## config.mk

```make
export PLATFORM = sky130hd
export DESIGN_NAME = patrol_mode_controller
export DESIGN_NICKNAME = d
export VERILOG_FILES = /design/src/sv/pmc_pkg.sv /design/src/sv/pmc_mode_ctrl.sv /design/src/sv/pmc_drive_ctrl.sv /design/src/sv/patrol_mode_controller.sv
export SDC_FILE = /design/constraint.sdc
export NUM_CORES = 1
export LEC_CHECK = 0
export ABC_AREA = 1
export BUFFER_PORTS_ARGS = -buffer_cell sky130_fd_sc_hd__buf_4
export CAP_MARGIN = 30
export CORE_AREA = 10 10 255 257
export CTS_BUF_LIST = sky130_fd_sc_hd__clkbuf_2 sky130_fd_sc_hd__clkbuf_4 sky130_fd_sc_hd__clkbuf_8
export DETAILED_ROUTE_END_ITERATION = 8
export DIE_AREA = 0 0 265 267
export SYNTH_ARGS = -nofsm -noshare
export SYNTH_HDL_FRONTEND = slang
export SYNTH_SLANG_ARGS = --single-unit
```

## constraint.sdc

```tcl
create_clock -name aclk -period 14.85 [get_ports aclk]
set_input_delay 1.485 -clock aclk [delete_from_list [all_inputs] [get_ports aclk]]
set_output_delay 1.485 -clock aclk [all_outputs]
set_load 0.05 [all_outputs]
```

## src/sv/pmc_pkg.sv

```systemverilog
`timescale 1ns / 1ps

package pmc_pkg;

    typedef enum logic [1:0] {
        RUN_DEFAULT,
        RUN_DEBUG,
        RUN_MANUAL,
        RUN_AUTO
    } run_mode_t;

    typedef enum logic [1:0] {
        AUTO_NONE,
        AUTO_FULL,
        AUTO_GIMBAL,
        AUTO_CHASSIS
    } auto_mode_t;

    typedef enum logic [2:0] {
        PH_IDLE,
        PH_SET_START,
        PH_SET_END,
        PH_MEAS_START,
        PH_MEASURING,
        PH_MEAS_END
    } phase_t;

    // remote switch positions
    localparam logic [1:0] SW_INVALID = 2'd0;
    localparam logic [1:0] SW_TOP     = 2'd1;
    localparam logic [1:0] SW_MIDDLE  = 2'd2;
    localparam logic [1:0] SW_BOTTOM  = 2'd3;

    // configuration register indexes
    localparam int CFG_ADDR_W = 3;
    localparam logic [CFG_ADDR_W-1:0] CFG_PATROL_SPEED  = 3'd0;
    localparam logic [CFG_ADDR_W-1:0] CFG_FEED_SPEED    = 3'd1;
    localparam logic [CFG_ADDR_W-1:0] CFG_JAM_TICKS     = 3'd2;
    localparam logic [CFG_ADDR_W-1:0] CFG_FRIC_ON       = 3'd3;
    localparam logic [CFG_ADDR_W-1:0] CFG_FRIC_OFF      = 3'd4;
    localparam logic [CFG_ADDR_W-1:0] CFG_STORED_LENGTH = 3'd5;

    localparam int CFG_DATA_W = 32;

    localparam logic [13:0] PATROL_SPEED_RST  = 14'd1200;
    localparam logic [13:0] FEED_SPEED_RST    = 14'd2000;
    localparam logic [9:0]  JAM_TICKS_RST     = 10'd100;
    localparam logic [15:0] FRIC_ON_RST       = 16'd1900;
    localparam logic [15:0] FRIC_OFF_RST      = 16'd800;
    localparam logic [31:0] STORED_LENGTH_RST = 32'd0;

    // input word, last field in the lowest bits
    typedef struct packed {
        logic               feeder_saturated;
        logic signed [10:0] stick_x;
        logic signed [15:0] wheel_rate;
        logic [1:0]         left_switch;
        logic [1:0]         right_switch;
    } item_t;

    // result word, last field in the lowest bits
    typedef struct packed {
        logic [1:0]         pad;
        phase_t             track_phase;
        logic signed [31:0] saved_length;
        logic               save_strobe;
        logic [15:0]        friction_compare;
        logic signed [14:0] feeder_speed;
        logic signed [14:0] chassis_speed;
        auto_mode_t         auto_mode;
        run_mode_t          run_mode;
    } result_t;

    // drive settings
    typedef struct packed {
        logic [13:0] patrol_speed;
        logic [13:0] feed_speed;
        logic [9:0]  jam_ticks;
        logic [15:0] fric_on;
        logic [15:0] fric_off;
    } drive_cfg_t;

    // mode state after the current tick
    typedef struct packed {
        run_mode_t          run_mode;
        auto_mode_t         auto_mode;
        phase_t             phase;
        logic signed [31:0] length;
        logic signed [31:0] position;
        logic               fire_enable;
        logic               save_strobe;
    } mode_state_t;

    typedef struct packed {
        logic signed [14:0] chassis_speed;
        logic signed [14:0] feeder_speed;
        logic [15:0]        friction_compare;
    } drive_out_t;

    function automatic logic signed [31:0] sat_add32(input logic signed [31:0] a,
                                                     input logic signed [15:0] b);
        logic signed [32:0] sum;
        begin
            sum = 33'(a) + 33'(b);
            if (sum[32] != sum[31]) begin
                sat_add32 = sum[32] ? 32'sh8000_0000 : 32'sh7FFF_FFFF;
            end else begin
                sat_add32 = sum[31:0];
            end
        end
    endfunction

endpackage

```

## src/sv/pmc_mode_ctrl.sv

```systemverilog
`timescale 1ns / 1ps

module pmc_mode_ctrl (
    input  logic                 aclk,
    input  logic                 aresetn,
    input  logic                 advance,
    input  pmc_pkg::item_t       item,
    input  logic                 len_load,
    input  logic signed [31:0]   len_value,
    output pmc_pkg::mode_state_t tick
);
    import pmc_pkg::*;

    run_mode_t          mode_reg, mode_next;
    auto_mode_t         auto_reg, auto_next;
    phase_t             phase_reg, phase_next;
    logic signed [31:0] length_reg, length_next;
    logic signed [31:0] position_reg, position_next, pos_base;
    logic               fire_reg, fire_next;
    logic               strobe;

    always_ff @(posedge aclk) begin
        if (!aresetn) begin
            mode_reg     <= RUN_DEFAULT;
            auto_reg     <= AUTO_NONE;
            phase_reg    <= PH_IDLE;
            length_reg   <= STORED_LENGTH_RST;
            position_reg <= '0;
            fire_reg     <= 1'b0;
        end else begin
            if (advance) begin
                mode_reg     <= mode_next;
                auto_reg     <= auto_next;
                phase_reg    <= phase_next;
                length_reg   <= length_next;
                position_reg <= position_next;
                fire_reg     <= fire_next;
            end
            if (len_load) begin
                length_reg <= len_value;
            end
        end
    end

    always_comb begin
        mode_next   = mode_reg;
        auto_next   = auto_reg;
        phase_next  = phase_reg;
        length_next = length_reg;
        fire_next   = fire_reg;
        pos_base    = position_reg;
        strobe      = 1'b0;
        case (item.right_switch)
            SW_TOP: begin
                mode_next = RUN_DEBUG;
                if (item.left_switch == SW_MIDDLE &&
                    (phase_reg == PH_SET_START || phase_reg == PH_SET_END)) begin
                    phase_next  = PH_MEAS_START;
                    length_next = '0;
                end else if ((item.left_switch == SW_TOP || item.left_switch == SW_BOTTOM) &&
                             phase_reg == PH_MEASURING) begin
                    phase_next = PH_MEAS_END;
                    strobe     = 1'b1;
                end else if (item.left_switch == SW_MIDDLE) begin
                    phase_next  = PH_MEASURING;
                    length_next = sat_add32(length_reg, item.wheel_rate);
                end else if (item.left_switch == SW_BOTTOM) begin
                    phase_next = PH_SET_START;
                    pos_base   = '0;
                end else if (item.left_switch == SW_TOP) begin
                    phase_next = PH_SET_END;
                    pos_base   = length_reg;
                end else begin
                    mode_next = RUN_DEFAULT;
                end
            end
            SW_MIDDLE: begin
                mode_next = RUN_MANUAL;
                fire_next = (item.left_switch == SW_TOP);
            end
            SW_BOTTOM: begin
                mode_next = RUN_AUTO;
                case (item.left_switch)
                    SW_MIDDLE: auto_next = AUTO_FULL;
                    SW_TOP:    auto_next = AUTO_GIMBAL;
                    SW_BOTTOM: auto_next = AUTO_CHASSIS;
                    default:   auto_next = auto_reg;
                endcase
            end
            default: begin
                mode_next = RUN_DEFAULT;
            end
        endcase
        position_next = sat_add32(pos_base, item.wheel_rate);
    end

    assign tick.run_mode    = mode_next;
    assign tick.auto_mode   = auto_next;
    assign tick.phase       = phase_next;
    assign tick.length      = length_next;
    assign tick.position    = position_next;
    assign tick.fire_enable = fire_next;
    assign tick.save_strobe = strobe;

`ifndef SYNTHESIS
    // measuring starts only from a set start or set end phase
    assert property (@(posedge aclk) disable iff (!aresetn)
        advance && phase_next == PH_MEAS_START && phase_reg != PH_MEAS_START
        |-> phase_reg == PH_SET_START || phase_reg == PH_SET_END)
        else $error("measure start entered from wrong phase");

    assert property (@(posedge aclk) disable iff (!aresetn)
        strobe |-> phase_reg == PH_MEASURING && mode_next == RUN_DEBUG)
        else $error("save strobe outside end of measuring");

    // fire enable moves only on a manual tick
    assert property (@(posedge aclk) disable iff (!aresetn)
        advance && fire_next != fire_reg |-> item.right_switch == SW_MIDDLE)
        else $error("fire enable changed outside manual mode");
`endif

endmodule

```

## src/sv/pmc_drive_ctrl.sv

```systemverilog
`timescale 1ns / 1ps

module pmc_drive_ctrl (
    input  logic                 aclk,
    input  logic                 aresetn,
    input  logic                 advance,
    input  pmc_pkg::drive_cfg_t  cfg,
    input  pmc_pkg::mode_state_t tick,
    input  logic signed [10:0]   stick_x,
    input  logic                 feeder_saturated,
    output pmc_pkg::drive_out_t  drive
);
    import pmc_pkg::*;

    logic               forward_reg, forward_next;
    logic signed [10:0] jam_timer_reg, jam_timer_next;
    logic [31:0]        pos_mag, len_mag;
    logic [36:0]        pos_x20, len_x19;
    logic signed [14:0] patrol15, feed15;
    logic signed [11:0] jam_limit;
    logic               reverse;

    always_ff @(posedge aclk) begin
        if (!aresetn) begin
            forward_reg   <= 1'b1;
            jam_timer_reg <= '0;
        end else if (advance) begin
            forward_reg   <= forward_next;
            jam_timer_reg <= jam_timer_next;
        end
    end

    // reversal zones: near the start (5%) and near the end (95%) of the track
    assign pos_mag = tick.position[31] ? 32'(-tick.position) : 32'(tick.position);
    assign len_mag = tick.length[31] ? 32'(-tick.length) : 32'(tick.length);
    assign pos_x20 = 37'({pos_mag, 4'b0000}) + 37'({pos_mag, 2'b00});
    assign len_x19 = 37'({len_mag, 4'b0000}) + 37'({len_mag, 1'b0}) + 37'(len_mag);

    assign patrol15  = signed'({1'b0, cfg.patrol_speed});
    assign feed15    = signed'({1'b0, cfg.feed_speed});
    assign jam_limit = signed'({2'b00, cfg.jam_ticks});

    always_comb begin
        forward_next = forward_reg;
        if (tick.run_mode == RUN_AUTO) begin
            if (pos_x20 < 37'(len_mag)) begin
                forward_next = 1'b1;
            end else if (pos_x20 > len_x19) begin
                forward_next = 1'b0;
            end
        end

        case (tick.run_mode)
            RUN_DEBUG, RUN_MANUAL: begin
                drive.chassis_speed = {{3{stick_x[10]}}, stick_x, 1'b0};
            end
            RUN_AUTO: begin
                if (tick.length == '0) begin
                    drive.chassis_speed = '0;
                end else if (forward_next ^ tick.length[31]) begin
                    drive.chassis_speed = patrol15;
                end else begin
                    drive.chassis_speed = -patrol15;
                end
            end
            default: begin
                drive.chassis_speed = '0;
            end
        endcase

        // anti-jam: count saturated ticks, then run reverse for as many
        reverse = 1'b0;
        if (12'(jam_timer_reg) >= jam_limit) begin
            jam_timer_next = 11'(-jam_limit);
        end else if (jam_timer_reg < 0) begin
            reverse        = 1'b1;
            jam_timer_next = jam_timer_reg + 11'sd1;
        end else if (tick.fire_enable && feeder_saturated) begin
            jam_timer_next = jam_timer_reg + 11'sd1;
        end else begin
            jam_timer_next = '0;
        end

        if (!tick.fire_enable) begin
            drive.feeder_speed = '0;
        end else if (reverse) begin
            drive.feeder_speed = feed15;
        end else begin
            drive.feeder_speed = -feed15;
        end

        drive.friction_compare = tick.fire_enable ? cfg.fric_on : cfg.fric_off;
    end

`ifndef SYNTHESIS
    assert property (@(posedge aclk) disable iff (!aresetn)
        drive.feeder_speed != '0 |-> tick.fire_enable)
        else $error("feeder runs with firing disabled");

    // direction flips only on an auto tick
    assert property (@(posedge aclk) disable iff (!aresetn)
        advance && forward_next != forward_reg |-> tick.run_mode == RUN_AUTO)
        else $error("patrol direction changed outside auto mode");

    // a reversal counts up by one per tick
    assert property (@(posedge aclk) disable iff (!aresetn)
        advance && jam_timer_reg < 0 |=> jam_timer_reg == $past(jam_timer_reg) + 11'sd1)
        else $error("reversal timer did not count up");
`endif

endmodule

```

## src/sv/patrol_mode_controller.sv

```systemverilog
`timescale 1ns / 1ps
// Channel   Direction  Word bits  Fields (lowest bit up)
// s_axis    in         32         right_switch, left_switch, wheel_rate, stick_x,
//                                 feeder_saturated
// m_axis    out        88         run_mode, auto_mode, chassis_speed, feeder_speed,
//                                 friction_compare, save_strobe, saved_length, track_phase
// cfg       in         32         write-only registers 0..5
//
// One word per clock sustained while m_tready stays high; the result register loads when the
// input register holds a word and the result register is empty or being read (input
// register, then result register, with the tick logic in between).
// Reset is synchronous and clears all mode, phase, accumulator and timer state.
// A stalled result holds in the result register while the input register takes one
// more word; s_tready drops only when both are full and m_tready is low.

module patrol_mode_controller (
    input  logic        aclk,
    input  logic        aresetn,

    input  logic        s_tvalid,
    output logic        s_tready,
    // right_switch[1:0], left_switch[3:2], wheel_rate[19:4], stick_x[30:20],
    // feeder_saturated[31]
    input  logic [31:0] s_tdata,

    output logic        m_tvalid,
    input  logic        m_tready,
    // run_mode[1:0], auto_mode[3:2], chassis_speed[18:4], feeder_speed[33:19],
    // friction_compare[49:34], save_strobe[50], saved_length[82:51], track_phase[85:83]
    output logic [87:0] m_tdata,

    input  logic                            cfg_we,
    input  logic [pmc_pkg::CFG_ADDR_W-1:0]  cfg_addr,
    input  logic [pmc_pkg::CFG_DATA_W-1:0]  cfg_wdata
);
    import pmc_pkg::*;

    drive_cfg_t  cfg_reg;
    logic        in_valid_reg;
    item_t       in_item_reg;
    logic        out_valid_reg;
    result_t     out_data_reg;
    logic        advance;
    logic        len_load;
    mode_state_t tick;
    drive_out_t  drive;
    result_t     result;

    always_ff @(posedge aclk) begin
        if (!aresetn) begin
            cfg_reg.patrol_speed <= PATROL_SPEED_RST;
            cfg_reg.feed_speed   <= FEED_SPEED_RST;
            cfg_reg.jam_ticks    <= JAM_TICKS_RST;
            cfg_reg.fric_on      <= FRIC_ON_RST;
            cfg_reg.fric_off     <= FRIC_OFF_RST;
        end else if (cfg_we) begin
            case (cfg_addr)
                CFG_PATROL_SPEED: cfg_reg.patrol_speed <= cfg_wdata[13:0];
                CFG_FEED_SPEED:   cfg_reg.feed_speed   <= cfg_wdata[13:0];
                CFG_JAM_TICKS:    cfg_reg.jam_ticks    <= cfg_wdata[9:0];
                CFG_FRIC_ON:      cfg_reg.fric_on      <= cfg_wdata[15:0];
                CFG_FRIC_OFF:     cfg_reg.fric_off     <= cfg_wdata[15:0];
                default:          cfg_reg <= cfg_reg;
            endcase
        end
    end

    // stored length goes straight into the length accumulator
    assign len_load = cfg_we && (cfg_addr == CFG_STORED_LENGTH);

    assign advance  = in_valid_reg && (!out_valid_reg || m_tready);
    assign s_tready = !in_valid_reg || advance;

    always_ff @(posedge aclk) begin
        if (!aresetn) begin
            in_valid_reg <= 1'b0;
        end else if (s_tvalid && s_tready) begin
            in_valid_reg <= 1'b1;
        end else if (advance) begin
            in_valid_reg <= 1'b0;
        end
    end

    always_ff @(posedge aclk) begin
        if (s_tvalid && s_tready) begin
            in_item_reg <= item_t'(s_tdata);
        end
    end

    pmc_mode_ctrl u_mode (
        .aclk      (aclk),
        .aresetn   (aresetn),
        .advance   (advance),
        .item      (in_item_reg),
        .len_load  (len_load),
        .len_value (signed'(cfg_wdata)),
        .tick      (tick)
    );

    pmc_drive_ctrl u_drive (
        .aclk             (aclk),
        .aresetn          (aresetn),
        .advance          (advance),
        .cfg              (cfg_reg),
        .tick             (tick),
        .stick_x          (in_item_reg.stick_x),
        .feeder_saturated (in_item_reg.feeder_saturated),
        .drive            (drive)
    );

    always_comb begin
        result.pad              = '0;
        result.track_phase      = tick.phase;
        result.saved_length     = tick.save_strobe ? tick.length : '0;
        result.save_strobe      = tick.save_strobe;
        result.friction_compare = drive.friction_compare;
        result.feeder_speed     = drive.feeder_speed;
        result.chassis_speed    = drive.chassis_speed;
        result.auto_mode        = tick.auto_mode;
        result.run_mode         = tick.run_mode;
    end

    always_ff @(posedge aclk) begin
        if (!aresetn) begin
            out_valid_reg <= 1'b0;
        end else if (advance) begin
            out_valid_reg <= 1'b1;
        end else if (m_tready) begin
            out_valid_reg <= 1'b0;
        end
    end

    always_ff @(posedge aclk) begin
        if (advance) begin
            out_data_reg <= result;
        end
    end

    assign m_tvalid = out_valid_reg;
    assign m_tdata  = out_data_reg;

`ifndef SYNTHESIS
    assert property (@(posedge aclk) disable iff (!aresetn)
        m_tvalid && out_data_reg.save_strobe |-> out_data_reg.track_phase == PH_MEAS_END)
        else $error("save strobe without end of measuring");

    assert property (@(posedge aclk) disable iff (!aresetn)
        m_tvalid && !out_data_reg.save_strobe |-> out_data_reg.saved_length == '0)
        else $error("saved length set without strobe");

    // input stalls only when both registers are full and the output is held
    assert property (@(posedge aclk) disable iff (!aresetn)
        !s_tready |-> in_valid_reg && out_valid_reg && !m_tready)
        else $error("input stalled with room available");

    assert property (@(posedge aclk) disable iff (!aresetn)
        advance |=> m_tvalid)
        else $error("tick result lost");
`endif

endmodule
```

# Word-level counts from Yosys, hierarchy flattened
# Index checks and enable logic that the tools add are counted.
[totals]
reg_bits = 272
input_bits = 72
output_inout_bits = 90
[op_classes]
n_reduce_logical = 24
mux = 53
add_sub_neg = 11
eq_ne = 19
order_cmp = 4
n_bitwise = 2
[op_table]
columns = ["operator", "count"]
rows = [
  ["$mux 32", 18],
  ["$add 32x16->33", 2],
  ["$neg 32->32", 2],
  ["$add 36x33->37", 1],
  ["$add 36x34->37", 1],
  ["$add 37x32->37", 1],
  ["$gt 37x37->1", 1],
  ["$lt 37x32->1", 1],
  ["$mux 11", 3],
  ["$logic_not 32->1", 1],
  ["$mux 15", 2],
  ["$neg 14->15", 2],
  ["$pmux 15 s2", 1],
  ["$mux 3", 6],
  ["$mux 16", 1],
  ["$mux 1", 14],
  ["$mux 14", 1],
  ["$eq 2x2->1 const B", 6],
  ["$pmux 2 s3", 2],
  ["$add 11x2->11 const B", 1],
  ["$ge 11x11->1", 1],
  ["$lt 11x1->1 const B", 1],
  ["$neg 10->11", 1],
  ["$mux 2", 5],
  ["other kinds (14)", 38],
]

# Longest topological paths before layout
[depth]
ltp_word = 21
mapped_depth = 80
ltp_nobuf = 74

# By module
# Synthesis repeated with hierarchy kept, for this count alone.
[unflattened]
hier_cells = 3814
hier_area_um2 = 25238.0
[by_module_without_submodules]
columns = ["mod", "area_per_inst_um2", "n_inst", "seq_area_each_um2", "cells_per_inst"]
rows = [
  ["pmc_drive_ctrl", 9882.0, 1, 240.2, 1699],
  ["pmc_mode_ctrl", 8722.1, 1, 1401.3, 1527],
  ["patrol_mode_controller", 6633.9, 1, 4984.8, 588],
]

# Worst setup path before layout
# No wires, ideal clock.
[synth_path]
path_type = "flip-flop to flip-flop"
startpoint = "register in_item_reg[1] in the netlist's numbering"
endpoint = "register out_data_reg (netlist bit m_tdata[16]) (data pin)"
arrival_ns = 10.079
slack_ns = 4.500
stages_incl_launch_ff = 70
path_buffers = 6
period_less_slack_ns = 10.350
cell_sequence = "edfxtp_1 nor2_1 clkinv_1 nor2_1 buf_2 inv_2 nor3_1 clkbuf_1 o22ai_1 ha_1 nand2_1 nor2_1 nand4_1 o21ai_0 nand4_1 nand2_1 nand4_1 nand2_1 (+34 left out) nand2_1 nor4b_1 nand2_1 nand2_1 nand2_1 nand2_1 nand4_1 nand2_1 nand2_1 nand2_1 nand2_2 nand2_4 nand3_4 buf_6 nand3_1 nand2_1 nand3_1 a21oi_1"
[synth_rtl]
columns = ["item", "line", "text"]
rows = [
  ["from (decl)", "patrol_mode_controller.sv:40", "item_t in_item_reg;"],
  ["from (signal assigned)", "patrol_mode_controller.sv:86", "in_item_reg <= item_t'(s_tdata);"],
  ["to (signal assigned)", "patrol_mode_controller.sv:135", "out_data_reg <= result;"],
  ["to (decl)", "patrol_mode_controller.sv:42", "result_t out_data_reg;"],
]

==> reports/results.tsv <==
metric	value	unit
status	completed	
htreeDepth	2	
period_share	88.3	%
setup_ws	1.74	ns
synthAdderAreaFrac	14.0	%
largest_register_ffs	86	
finalSetupTns	0	ns
numCtsBuffers	49	
io_pins	162	
synth.most_common_cell	nand2_1	
netlist_instances	3400	
ys_seq_area_share	27.9	%
core	59900	sq um
antenna_found_initial	1	
synth-compound-area-share	17.2	%
grt_max_degree	81	
synth_top_area_share	14.9	%
clock-skew-final	0.0468	ns
slew_violations	0	
synthesis.area	23800	sq um
relSlewSlack	36.4	%
synth.avg_cell_area	6.99	sq um
yosys-top-cells-count	nand2_1, inv_1, a21oi_1	
wire_per_inst	19.6	um
critPathRequiredTime	15.25	ns
gp_congestion	0.978	
fillers	6350	
post-route-min-period	13.11	ns
leakage	12.6	nW
cp_max_fo	35	
clkSlewWorstSetupHoldPaths	0.06	ns
synth-simple-area-share	26.2	%
rows	90	
synth_edf_count	118	
worstMarginPinSlew	0.951	ns
synth_flop_cell	dfxtp_1	
dpl_worst_slack	1.75	ns
dp_hpwl	67300	um
finalHoldViolCount	0	
cap_violations	0	
hold_class	reg -> reg	
track_usage	23.4	%
synth_top_family_by_area	simple AND/OR/NAND/NOR gates	
synth_area_leaders	edfxtp_1, dfxtp_1, nand2_1	
post-cts-setup-buffer-count	0	
timing.fmax	76.3	MHz
synthXorXnorAreaFrac	5.23	%
cts_resized	0	
synthMuxAreaShare	0	%
ys_types	65	
die_w	265	um
power_density	210	nW/um^2
finalSetupViolCount	0	
cp_slowest_cell	nor2_1	
grt_pass1_wl	130000	um
antenna_left	0	
yosysWarningCount	0	
clk_latency	0.68	ns
ir_drop	0.161	mV
grt_pass1_vias	22100	
drive_gt1_share	10.8	%
nets	3853	
postCtsHoldBufs	0	
portBuffers	159	
cp.arrival	13.52	ns
n_antenna_cell	0	
path_class	reg -> reg	
numClockSinks	272	
critPathMaxStageDelay	0.74	ns
cts_buffer_depth	3	
overflow	0	
crit_path_start_kind	flop	
tritoncts	built	
async_flop_share	0	%
ys_ff_latch	272	
vias	23400	
rsz0062_at_grt	no	
crit_top_cell	nand2_1	
design.die.area	70800	sq um
drc	0	
synth.largest_area_cell	edfxtp_1	
firstDrtPassIters	5	
vias_per_cell	5.37	
die_y	267	um
drt_iter0_drc	2151	
drt-total-wl	85200	um
area_growth	12.6	%
start_util	39.7	%
cts_root_buf	clkbuf_8	
cp-end-kind	flop	
==> cells in the final DEF, fill, tap and decap left out, types with 48 or more instances in the layout <==
cell | Yosys | final
nor3_1 | 49 | 48
buf_4 | 4 | 178
clkbuf_8 | 0 | 58
dfxtp_1 | 154 | 154
nand2_1 | 795 | 794
a21oi_1 | 289 | 289
inv_1 | 462 | 460
ha_1 | 214 | 214
nand4_1 | 53 | 53
xor2_1 | 87 | 87
o21ai_0 | 217 | 217
xnor2_1 | 55 | 55
nor2_1 | 270 | 265
nand3_1 | 182 | 182
edfxtp_1 | 118 | 118
==> worst max-delay path, delay by kind of cell (launching register included) <==
kind	cells	cell delay, ns
AOI/OAI and AO/OA	15	3.08
xor gates and xnor gates	3	0.50
adders and majority gates	5	1.86
buffers and inverters	10	2.01
DFF	1	0.47
and+or+nand+nor	37	4.86
==> metal layers <==
| metal | share of wire (%) | track usage [%] | up-vias |
|---|---|---|---|
| met3 | 6.7 | 3.54 | 134 |
| li1 | - | - | 11600 |
| met1 | 45 | 31.5 | 10800 |
| met2 | 45 | 38.1 | 817 |
| met4 | 2.9 | 7.05 | 0 |
| met5 | 0 | 0 | - |
==> metrics by stage <==
| step | hold slack [ns] | util, % | std cells | power (mW) | area (sq um) |
|---|---|---|---|---|---|
| after floorplan | 0.425 | - | 3401 | 3.89 | 23800 |
| after global placement | 0.435 | 42.8 | 4262 | 4.74 | 25600 |
| after detailed placement | 0.439 | 42.9 | 4264 | 4.78 | 25700 |
| after CTS | 0.448 | 44.6 | 4353 | 5.58 | 26700 |
| after global routing | 0.463 | 44.7 | 4355 | 6.25 | 26800 |
| final | 0.449 | 44.7 | 4355 | 5.63 | 26800 |
==> cell type report <==
cell class | instances | area, sq um | share of cell area (%)
multi-input cells | 2549 | 14900 | 55.6
clock buffers | 75 | 926 | 3.46
repair buffers | 181 | 1390 | 5.19
flip-flops and latches | 272 | 6630 | 24.7
inverters | 482 | 1810 | 6.78
clock inverters | 14 | 143 | 0.533
well taps | 782 | 978 | 3.65
==> cell families (layout without fill, tap and decap cells) <==
family / Yosys count / count (layout)
other: 1 / 2
AND/OR/NAND/NOR: 1442 / 1442
AO/OA/AOI/OAI: 717 / 717
XOR/XNOR: 142 / 142
flip-flops: 272 / 272
buffers and inverters: 580 / 752
adder cells (fa/ha/maj): 246 / 246
==> worst paths after layout <==
path	start	to	slack, ns	cells after the start
max	in_item_reg[2]	m_tdata[15]	1.74	70
min	cfg_reg[27]	cfg_reg[27]	0.45	2
max reg2reg	in_item_reg[2]	m_tdata[15]	1.74	70
min reg2reg	cfg_reg[27]	cfg_reg[27]	0.45	2
==> report_power, final <==
| part | total [mW] | leakage, nW | switching, mW | internal (mW) |
|---|---|---|---|---|
| combinational | 3.98 | 9.69 | 2.48 | 1.51 |
| sequential | 0.856 | 2.38 | 0.0297 | 0.826 |
| clock | 0.786 | 0.565 | 0.351 | 0.435 |
| total | 5.63 | 12.6 | 2.86 | 2.77 |
Power figures use the tool's default switching activity.
